$ cat src/rtl/ftpe_pkg.sv
// Package: shared types, constants and modes for the fault table.
`timescale 1ns / 1ps
package ftpe_pkg;
    localparam int MAX_ENTRIES_DEF = 16;
    localparam logic [4:0]  CAP_RESET    = 5'd9;
    localparam logic [31:0] LIMIT_RESET  = 32'd5;
    localparam logic [47:0] WINDOW_RESET = 48'd60000000;

    typedef enum logic [2:0] {
        MODE_ADD    = 3'd0,
        MODE_REMOVE = 3'd1,
        MODE_CLEAR  = 3'd2,
        MODE_CHECK  = 3'd3,
        MODE_READ   = 3'd4
    } mode_t;

    typedef enum logic [1:0] {
        REG_CAPACITY = 2'd0,
        REG_LIMIT    = 2'd1,
        REG_WINDOW   = 2'd2
    } reg_index_t;

    typedef enum logic [2:0] {
        ST_IDLE,
        ST_SCAN,
        ST_SHIFT,
        ST_TOP,
        ST_DONE
    } state_t;

    typedef struct packed {
        logic [31:0] key;
        logic [1:0]  level;
        logic        done;
        logic [47:0] stamp;
    } entry_t;

    // Control from the sequencer to the cell row.
    typedef struct packed {
        logic shift;    // cells at or after sel_pos take the right neighbor
        logic append;   // cell at wr_pos loads the new entry
    } cell_ctl_t;

    typedef struct packed {
        logic [2:0]  mode;
        logic [31:0] fault_key;
        logic [1:0]  fault_level;
        logic        fault_done;
        logic [47:0] now_us;
        logic [3:0]  entry_index;
    } in_item_t;

    typedef struct packed {
        logic        ok;
        logic        evicted;
        logic [31:0] evicted_key;
        logic [4:0]  entry_count;
        logic [3:0]  top_index;
        logic [31:0] top_key;
        logic [1:0]  top_level;
        logic        cascading;
        logic [31:0] read_key;
        logic [1:0]  read_level;
        logic        read_done;
        logic [47:0] read_time;
    } out_item_t;
endpackage

$ cat src/rtl/ftpe_cell.sv
// One table cell: holds one entry, shifts left from its neighbor or loads.
`timescale 1ns / 1ps
module ftpe_cell (
    input  logic            clk,
    input  logic            shift_en,
    input  logic            load_en,
    input  ftpe_pkg::entry_t right_in,
    input  ftpe_pkg::entry_t load_in,
    output ftpe_pkg::entry_t q
);
    import ftpe_pkg::*;

    entry_t q_reg;

    always_ff @(posedge clk)
    begin
        if (load_en)
        begin
            q_reg <= load_in;
        end
        else if (shift_en)
        begin
            q_reg <= right_in;
        end
    end

    assign q = q_reg;
endmodule

$ cat src/rtl/ftpe_row.sv
// Row of cells forming the ordered table; gap closing shifts all cells at or right of the gap together.
`timescale 1ns / 1ps
module ftpe_row #(
    parameter int N  = ftpe_pkg::MAX_ENTRIES_DEF,
    parameter int IW = (N > 1) ? $clog2(N) : 1
) (
    input  logic              clk,
    input  ftpe_pkg::cell_ctl_t ctl,
    input  logic [IW-1:0]     sel_pos,
    input  logic [IW-1:0]     wr_pos,
    input  ftpe_pkg::entry_t  new_entry,
    output ftpe_pkg::entry_t  cells [N]
);
    import ftpe_pkg::*;

    // Closing the gap at sel_pos: every cell at or right of it copies its
    // right neighbor, all at once (each cell sees only its neighbor).
    for (genvar g = 0; g < N; g++)
    begin : g_cell
        entry_t right;
        if (g + 1 < N)
        begin : g_mid
            assign right = cells[g+1];
        end
        else
        begin : g_end
            assign right = cells[g];
        end
        ftpe_cell u_cell (
            .clk      (clk),
            .shift_en (ctl.shift && (IW'(g) >= sel_pos)),
            .load_en  (ctl.append && (IW'(g) == wr_pos)),
            .right_in (right),
            .load_in  (new_entry),
            .q        (cells[g])
        );
    end
endmodule

$ cat src/rtl/fault_table_priority_evict.sv
// Top level: fault table with priority eviction and cascade detection.
`timescale 1ns / 1ps
// An item is taken when start is high and busy is low; its single result
// appears for one cycle with done high and cannot be held off by the receiver.
// Add and remove walk the table one entry per cycle with a shared scan
// counter: a victim scan (add at capacity only) or match scan over the held
// entries, a gap shift, then a priority scan over the new contents, and a
// closing state; the result shows in the same cycle that busy drops. Clear,
// cascade check and read go straight to the closing state, with the result
// likewise in the same cycle that busy drops. Entries live in a row of cells;
// the scan counter is the only walker over them.
module fault_table_priority_evict #(
    parameter int MAX_ENTRIES = ftpe_pkg::MAX_ENTRIES_DEF
) (
    input  logic               clk,
    input  logic               rst_n,
    input  logic               start,
    output logic               busy,
    input  ftpe_pkg::in_item_t  in_item,
    output logic               done,
    output ftpe_pkg::out_item_t result,
    input  logic               cfg_we,
    input  logic [1:0]         cfg_index,
    input  logic [47:0]        cfg_data
);
    import ftpe_pkg::*;

    localparam int IW = (MAX_ENTRIES > 1) ? $clog2(MAX_ENTRIES) : 1;
    localparam int CW = $clog2(MAX_ENTRIES + 1);

    // configuration
    logic [4:0]  cap_reg;
    logic [31:0] limit_reg;
    logic [47:0] window_reg;

    always_ff @(posedge clk or negedge rst_n)
    begin
        if (!rst_n)
        begin
            cap_reg    <= CAP_RESET;
            limit_reg  <= LIMIT_RESET;
            window_reg <= WINDOW_RESET;
        end
        else if (cfg_we)
        begin
            unique case (cfg_index)
                REG_CAPACITY: cap_reg    <= cfg_data[4:0];
                REG_LIMIT:    limit_reg  <= cfg_data[31:0];
                REG_WINDOW:   window_reg <= cfg_data;
                default:      ;
            endcase
        end
    end

    // effective capacity: zero acts as 9, clipped to the table size
    // (a table of 32 or more can never be below the 5-bit register)
    logic [5:0] cap_eff;
    always_comb
    begin
        cap_eff = (cap_reg == 5'd0) ? 6'd9 : {1'b0, cap_reg};
        if (MAX_ENTRIES < 32 && cap_eff > 6'(MAX_ENTRIES))
        begin
            cap_eff = 6'(MAX_ENTRIES);
        end
    end

    // state
    state_t          state_reg, state_next;
    in_item_t        item_reg, item_next;
    logic [CW-1:0]   count_reg, count_next;
    logic [31:0]     wfaults_reg, wfaults_next;
    logic [47:0]     wstart_reg, wstart_next;
    logic            casc_reg, casc_next;
    logic [IW-1:0]   top_reg, top_next;
    logic [CW-1:0]   scan_reg, scan_next;   // walker position
    logic [IW-1:0]   best_reg, best_next;   // victim/match candidate
    logic [1:0]      blvl_reg, blvl_next;
    logic            bres_reg, bres_next;
    logic            found_reg, found_next;
    logic            ok_reg, ok_next;
    logic            ev_reg, ev_next;
    logic [31:0]     evkey_reg, evkey_next;

    cell_ctl_t       ctl;
    entry_t          cells [MAX_ENTRIES];
    entry_t          new_entry;
    logic [IW-1:0]   wr_pos;
    entry_t          cur;

    assign new_entry = '{key: item_reg.fault_key, level: item_reg.fault_level,
                         done: item_reg.fault_done, stamp: item_reg.now_us};
    assign cur = cells[scan_reg[IW-1:0]];

    ftpe_row #(.N(MAX_ENTRIES), .IW(IW)) u_row (
        .clk       (clk),
        .ctl       (ctl),
        .sel_pos   (best_reg),
        .wr_pos    (wr_pos),
        .new_entry (new_entry),
        .cells     (cells)
    );

    always_ff @(posedge clk or negedge rst_n)
    begin
        if (!rst_n)
        begin
            state_reg   <= ST_IDLE;
            count_reg   <= '0;
            wfaults_reg <= '0;
            wstart_reg  <= '0;
            casc_reg    <= 1'b0;
            top_reg     <= '0;
        end
        else
        begin
            state_reg   <= state_next;
            count_reg   <= count_next;
            wfaults_reg <= wfaults_next;
            wstart_reg  <= wstart_next;
            casc_reg    <= casc_next;
            top_reg     <= top_next;
        end
    end

    always_ff @(posedge clk)
    begin
        item_reg  <= item_next;
        scan_reg  <= scan_next;
        best_reg  <= best_next;
        blvl_reg  <= blvl_next;
        bres_reg  <= bres_next;
        found_reg <= found_next;
        ok_reg    <= ok_next;
        ev_reg    <= ev_next;
        evkey_reg <= evkey_next;
    end

    logic [47:0] elapsed;
    assign elapsed = item_reg.now_us - wstart_reg;

    always_comb
    begin
        state_next   = state_reg;
        item_next    = item_reg;
        count_next   = count_reg;
        wfaults_next = wfaults_reg;
        wstart_next  = wstart_reg;
        casc_next    = casc_reg;
        top_next     = top_reg;
        scan_next    = scan_reg;
        best_next    = best_reg;
        blvl_next    = blvl_reg;
        bres_next    = bres_reg;
        found_next   = found_reg;
        ok_next      = ok_reg;
        ev_next      = ev_reg;
        evkey_next   = evkey_reg;
        ctl          = '0;
        wr_pos       = count_reg[IW-1:0];

        unique case (state_reg)
            ST_IDLE:
            begin
                if (start)
                begin
                    item_next  = in_item;
                    ok_next    = 1'b0;
                    ev_next    = 1'b0;
                    evkey_next = '0;
                    found_next = 1'b0;
                    scan_next  = '0;
                    best_next  = '0;
                    case (in_item.mode)
                        MODE_ADD:
                        begin
                            ok_next = 1'b1;
                            if ({1'b0, count_next} >= cap_eff && count_reg != '0)
                            begin
                                state_next = ST_SCAN;
                            end
                            else
                            begin
                                state_next = ST_SHIFT;
                            end
                        end
                        MODE_REMOVE:
                        begin
                            state_next = (count_reg == '0) ? ST_DONE : ST_SCAN;
                        end
                        default: state_next = ST_DONE;
                    endcase
                end
            end
            ST_SCAN:
            begin
                // add: victim search; remove: first id match
                if (item_reg.mode == MODE_ADD)
                begin
                    if (scan_reg == '0 ||
                        (cur.done && !bres_reg) ||
                        (cur.done == bres_reg && cur.level < blvl_reg))
                    begin
                        best_next = scan_reg[IW-1:0];
                        blvl_next = cur.level;
                        bres_next = cur.done;
                        evkey_next = cur.key;
                    end
                    found_next = 1'b1;
                end
                else if (!found_reg && cur.key == item_reg.fault_key)
                begin
                    best_next  = scan_reg[IW-1:0];
                    found_next = 1'b1;
                end
                if (scan_reg + 1'b1 >= count_reg)
                begin
                    state_next = ST_SHIFT;
                end
                else
                begin
                    scan_next = scan_reg + 1'b1;
                end
            end
            ST_SHIFT:
            begin
                if (item_reg.mode == MODE_ADD)
                begin
                    if (found_reg)
                    begin
                        ctl.shift  = 1'b1;
                        ev_next    = 1'b1;
                    end
                    // append at the end while the gap closes; shifting and loading share
                    // the edge, load wins at the write slot
                    if (found_reg)
                    begin
                        wr_pos = IW'(count_reg - 1'b1);
                        ctl.append = 1'b1;
                    end
                    else if (count_reg < CW'(MAX_ENTRIES))
                    begin
                        ctl.append = 1'b1;
                        count_next = count_reg + 1'b1;
                    end
                    if (wfaults_reg != '1)
                    begin
                        wfaults_next = wfaults_reg + 1'b1;
                    end
                    scan_next  = '0;
                    state_next = ST_TOP;
                end
                else if (found_reg)
                begin
                    ctl.shift  = 1'b1;
                    ok_next    = 1'b1;
                    count_next = count_reg - 1'b1;
                    scan_next  = '0;
                    state_next = (count_reg == CW'(1)) ? ST_DONE : ST_TOP;
                    if (count_reg == CW'(1))
                    begin
                        top_next = '0;
                    end
                end
                else
                begin
                    state_next = ST_DONE;
                end
            end
            ST_TOP:
            begin
                if (scan_reg == '0 || cur.level > blvl_reg)
                begin
                    top_next  = scan_reg[IW-1:0];
                    blvl_next = cur.level;
                end
                if (scan_reg + 1'b1 >= count_reg)
                begin
                    state_next = ST_DONE;
                end
                else
                begin
                    scan_next = scan_reg + 1'b1;
                end
            end
            ST_DONE:
            begin
                case (item_reg.mode)
                    MODE_CLEAR:
                    begin
                        count_next   = '0;
                        wfaults_next = '0;
                        casc_next    = 1'b0;
                        wstart_next  = item_reg.now_us;
                        top_next     = '0;
                    end
                    MODE_CHECK:
                    begin
                        if (elapsed >= window_reg)
                        begin
                            wstart_next  = item_reg.now_us;
                            wfaults_next = 32'(count_reg);
                            casc_next    = (32'(count_reg) >= limit_reg);
                        end
                        else
                        begin
                            casc_next = (wfaults_reg >= limit_reg);
                        end
                    end
                    default: ;
                endcase
                state_next = ST_IDLE;
            end
            default: state_next = ST_IDLE;
        endcase
    end

    // result assembled from next-state values, registered in the closing state
    out_item_t res_reg, res_next;
    logic      done_reg;
    entry_t    top_e, rd_e;
    logic      rd_ok;

    assign top_e = cells[top_next];
    assign rd_e  = cells[item_reg.entry_index[IW-1:0]];
    assign rd_ok = (item_reg.mode == MODE_READ) &&
                   ({1'b0, item_reg.entry_index} < 5'(count_reg)) &&
                   (int'(item_reg.entry_index) < MAX_ENTRIES);

    always_comb
    begin
        res_next = '0;
        res_next.ok          = (item_reg.mode == MODE_READ) ? rd_ok : ok_reg;
        res_next.evicted     = ev_reg;
        res_next.evicted_key = ev_reg ? evkey_reg : 32'd0;
        res_next.entry_count = 5'(count_next);
        if (count_next != '0)
        begin
            res_next.top_index = 4'(top_next);
            res_next.top_key   = top_e.key;
            res_next.top_level = top_e.level;
        end
        res_next.cascading = casc_next;
        if (rd_ok)
        begin
            res_next.read_key   = rd_e.key;
            res_next.read_level = rd_e.level;
            res_next.read_done  = rd_e.done;
            res_next.read_time  = rd_e.stamp;
        end
    end

    always_ff @(posedge clk or negedge rst_n)
    begin
        if (!rst_n)
        begin
            done_reg <= 1'b0;
        end
        else
        begin
            done_reg <= (state_reg == ST_DONE);
        end
    end

    always_ff @(posedge clk)
    begin
        if (state_reg == ST_DONE)
        begin
            res_reg <= res_next;
        end
    end

    assign busy   = (state_reg != ST_IDLE);
    assign done   = done_reg;
    assign result = res_reg;
endmodule
$ cat config.mk
export PLATFORM = sky130hd
export DESIGN_NAME = fault_table_priority_evict
export DESIGN_NICKNAME = d
export VERILOG_FILES = /design/src/rtl/ftpe_pkg.sv /design/src/rtl/ftpe_cell.sv /design/src/rtl/ftpe_row.sv /design/src/rtl/fault_table_priority_evict.sv
export SDC_FILE = /design/constraint.sdc
export NUM_CORES = 2
export LEC_CHECK = 0
export BUFFER_PORTS_ARGS = -buffer_cell sky130_fd_sc_hd__buf_2
export CAP_MARGIN = 15
export CORE_MARGIN = 4
export CORE_UTILIZATION = 40
export CTS_BUF_LIST = sky130_fd_sc_hd__clkbuf_8
export DETAILED_ROUTE_END_ITERATION = 7
export HOLD_SLACK_MARGIN = 0.15
export PLACE_DENSITY = 0.52
export SYNTH_ARGS = -nofsm -noshare
export SYNTH_HDL_FRONTEND = slang
export SYNTH_SLANG_ARGS = --single-unit
$ cat constraint.sdc
create_clock -name clk -period 15.4 [get_ports clk]
set_clock_uncertainty 0.15 [all_clocks]
set_input_delay 2.31 -clock clk [delete_from_list [all_inputs] [get_ports clk]]
set_output_delay 2.31 -clock clk [all_outputs]
set_load 0.05 [all_outputs]
==> summary.md <==
| Metric | Value |
|---|---|
| Overall Power | roughly 17 mW |
| Hold Buf Count CTS | 0 |
| Via Count | roughly 63,000 |
| Leak | ~39 nW |
| Register bit count reported by yosys | 1,805 |
| Layout area overhead | 11.56% |
| Largest net degree at the start of global routing | 136 |
| Post-route ant nets | 0 |
| DRT iter0 DRCs | 6,039 |
| Top-Level Pins | about 310 |
| Initial antenna violation count | 11 |
| Critical path type | reg -> reg |
| PD cells | roughly 150 nW/um^2 |
| Site Rows | 182 |
| GRT overflow | 0 |
| Syn. warnings | 0 |
| Vias per cell | 6.177 |
| CP Cell Sequence | inv_1 > ha_1 > inv_1 > fa_1 > a211oi_1 > o211ai_1 > a221oi_1 > a211oi_1 > nand4_1 > a311oi_1 > buf_4 > a21boi_0 > o21ai_0 > xor2_1 > ha_1 > nand4_1 > or3_1 > o221ai_1 > a21oi_1 > a21oi_4 > buf_4 > mux2_2 |
| GP Congestion | roughly 0.85 |
| H-tree depth | 5 |
| Syn Std Cell Area | 98,940 sq um |
| Most frequent cells in the layout | 1,626 x edfxtp_1, 1,310 x mux2_2, 561 x mux4_2 |
| Post-synthesis async set-or-reset flop share | 0.09917 |
| CTS tree | yes |
| Seq/Total Area, Yosys | 0.5389 |
| Status | complete, no violations |
| Setup ws final | 7551 ps |
| Max Freq | around 0.13 GHz |
| Detailed Routing Iterations Pass 1 | 8 |
| Detailed Route WL | about 350,000 um |
| DR WL/cell | 34.42 um |
| Number of synthesized flops with an enable pin | approximately 1,600 |
| CTS clk-pin slew, worst paths | ~60 ps |
| Commonest non-fill, non-tap cell in the layout | edfxtp_1 |
| Fin. Hold Viols | 0 |
| Syn Nets | between 6,000 and 7,000 |
| Die X | 505.4 um |
| Slowest cell on crit path | buf_4 |
| Net Sw Power | about 6.5 mW |
| DRC Markers | 0 |
| Worst setup EP type | flop |
| Crit path buf inv count | 4 |
| Clk_lat worst skew | roughly 1100 ps |
| Die area | 255,400 sq um |
| Reg power frac | 0.384 |
| Max reg flops | about 1,300 |
| CTS Root Cell | clkbuf_8 |
| Post-route setup TNS | 0 ps |
| Hold Crit Class | reg -> reg |
| Crit path max-delay family | compound AO/OA/AOI/OAI gates |
| CP startpoint kind | flop |
| Cells after Synth | about 6,400 |
| Wire length of the first global-routing pass | between 400,000 and 500,000 um |
| Internal | 10.57 mW |
| Die Y | slightly above 500 um |
| Worst slack at placement | 7646 ps |
| Worst Max-Slew Pin Slew | roughly 1200 ps |
| Core area | around 250,000 sq um |
| Comb pwr share | 0.354 |
| Vias in the first global route | 63,737 |
| Gr usage total | 0.2700 |
| Filler cell count | ~22,000 |
| Post-CTS resize count | 0 |
| Synth Area per Inst | 15.37 sq um |
| Unrepaired setup endpoints after global routing | no |
| Post-CTS setup buffer count | 0 |
| Final net count | 7,029 |
| Port Buffers | slightly above 300 |
| Initial core utilization | 0.4023 |
| Top FF cell, synth | edfxtp_1 |
| Clock power share | 0.262 |
| Crit path time final | between 7000 and 8000 ps |
| Netlist cell types | between 80 and 90 |
| CTS buffer count | roughly 350 |
| Maximum VDD drop | about 0.16 mV |
| Sink Count | about 1,800 |
| Layout cells sized above 1 | 0.4050 |
| CP Data Arrival Time | 8650 ps |
| Setup-failing EPs final | 0 |
| Max-cap violations | 0 |
| Worst path required time | about 16,000 ps |
| Sw frac | 0.3822 |
| Slew Limit Fails | 0 |
| Max-slew headroom | 0.2280 |
| Crit-path max FO | 73 |
| Period utilisation layout | 0.5097 |
| Max stage delay on crit path | about 830 ps |
| Final HPWL DP | approximately 200,000 um |
| Clock Tree Buf Depth | 4 |
final timing paths:
kind	from	endpoint	slack [ps]	cells after the start
hold / removal	wstart_reg[16]	wstart_reg[16]	350	1
hold reg to reg	wstart_reg[16]	wstart_reg[16]	350	1
setup / recovery	item_reg[4]	wstart_reg[11]	7550	22
min in group asynchronous	rst_n	window_reg[36]	1030	1
setup reg to reg	item_reg[4]	wstart_reg[11]	7550	22
max in group asynchronous	rst_n	count_reg[3]	11860	3
worst reg2reg max path, cell delays in order, from the launching register on:
cell	delay, ps
edfxtp_1	520
inv_1	260
ha_1	220
inv_1	60
fa_1	420
a211oi_1	330
o211ai_1	180
a221oi_1	720
a211oi_1	300
nand4_1	210
a311oi_1	110
buf_4	180
a21boi_0	510
o21ai_0	220
xor2_1	180
ha_1	280
nand4_1	120
or3_1	420
o221ai_1	600
a21oi_1	250
a21oi_4	200
buf_4	830
mux2_2	460
through the flow:
stage | util | hold slack (ps) | cells | area [sq um]
2_1_floorplan | - | 274.4 | 6436 | 98940
3_3_place_gp | 0.4232 | 339.7 | 9596 | 104100
3_5_place_dp | 0.4232 | 345.2 | 9596 | 104100
4_1_cts | 0.4487 | 357.9 | 10206 | 110400
5_1_grt | 0.4488 | 363.9 | 10215 | 110400
6_report | 0.4488 | 352.7 | 10218 | 110400
layout make-up:
type / count / area, sq um / share of cell area
antenna: 12 / 30.03 / 0.0002720
clock inverter: 237 / 1135 / 0.01028
tap: 3220 / 4029 / 0.03650
inverter: 178 / 691.9 / 0.006268
clock buffer: 373 / 5134 / 0.04651
sequential: 1805 / 53320 / 0.4831
multi-input combinational: 3940 / 43180 / 0.3912
timing repair buffer: 453 / 2858 / 0.02589
logic make-up (layout without fill, tap and decap cells):
family	after synthesis	after routing	share of synthesized area
AO/OA/AOI/OAI	587	587	0.03771
XOR/XNOR	75	75	0.006639
multiplexers	2383	2383	0.3299
other	0	12	0
flip-flops	1805	1805	0.5389
buffers and inverters	691	1241	0.02854
adder cells (fa/ha/maj)	156	156	0.01980
AND/OR/NAND/NOR	739	739	0.03843
per-layer routing:
layer / vias up / part of all wire / track usage
met5: - / 0.000037 / 0
met4: 2 / 0.037 / 0.09106
met3: 653 / 0.061 / 0.03837
met2: 2593 / 0.48 / 0.4394
met1: 33622 / 0.43 / 0.3725
li1: 26247 / - / -
power by group through the flow:
stage	combinational (mW)	sequential, mW	clock (mW)
floorplan	3.56	6.99	0
global placement	6.04	6.65	0
detailed placement	6.05	6.65	0
finish	6.06	6.56	4.48
global route	6.43	6.63	4.83
CTS	6.08	6.56	4.60
synthesized netlist by cell type (all sizes together), types with 26 or more instances:
cell type	count	area [sq um]
nand2	233	874.6
o22ai	43	269.0
a21o	67	503.0
clkbuf	329	1236
buf	183	908.4
dfrtp	165	4129
xor2	28	245.2
mux2i	503	5035
edfxtp	1626	48830
ha	155	1939
and3	35	219.0
o31ai	27	202.7
mux2	1311	14770
xnor2	47	411.6
nand4	29	181.4
nor2	89	334.1
or4	26	198.9
nor3	29	145.1
nand3	55	275.3
mux4	569	12840
o21ai	169	849.6
and2	54	337.8
nor2b	100	625.6
a211oi	27	202.7
a21oi	126	630.6
inv	174	653.1
(Power assumes the default switching activity.)
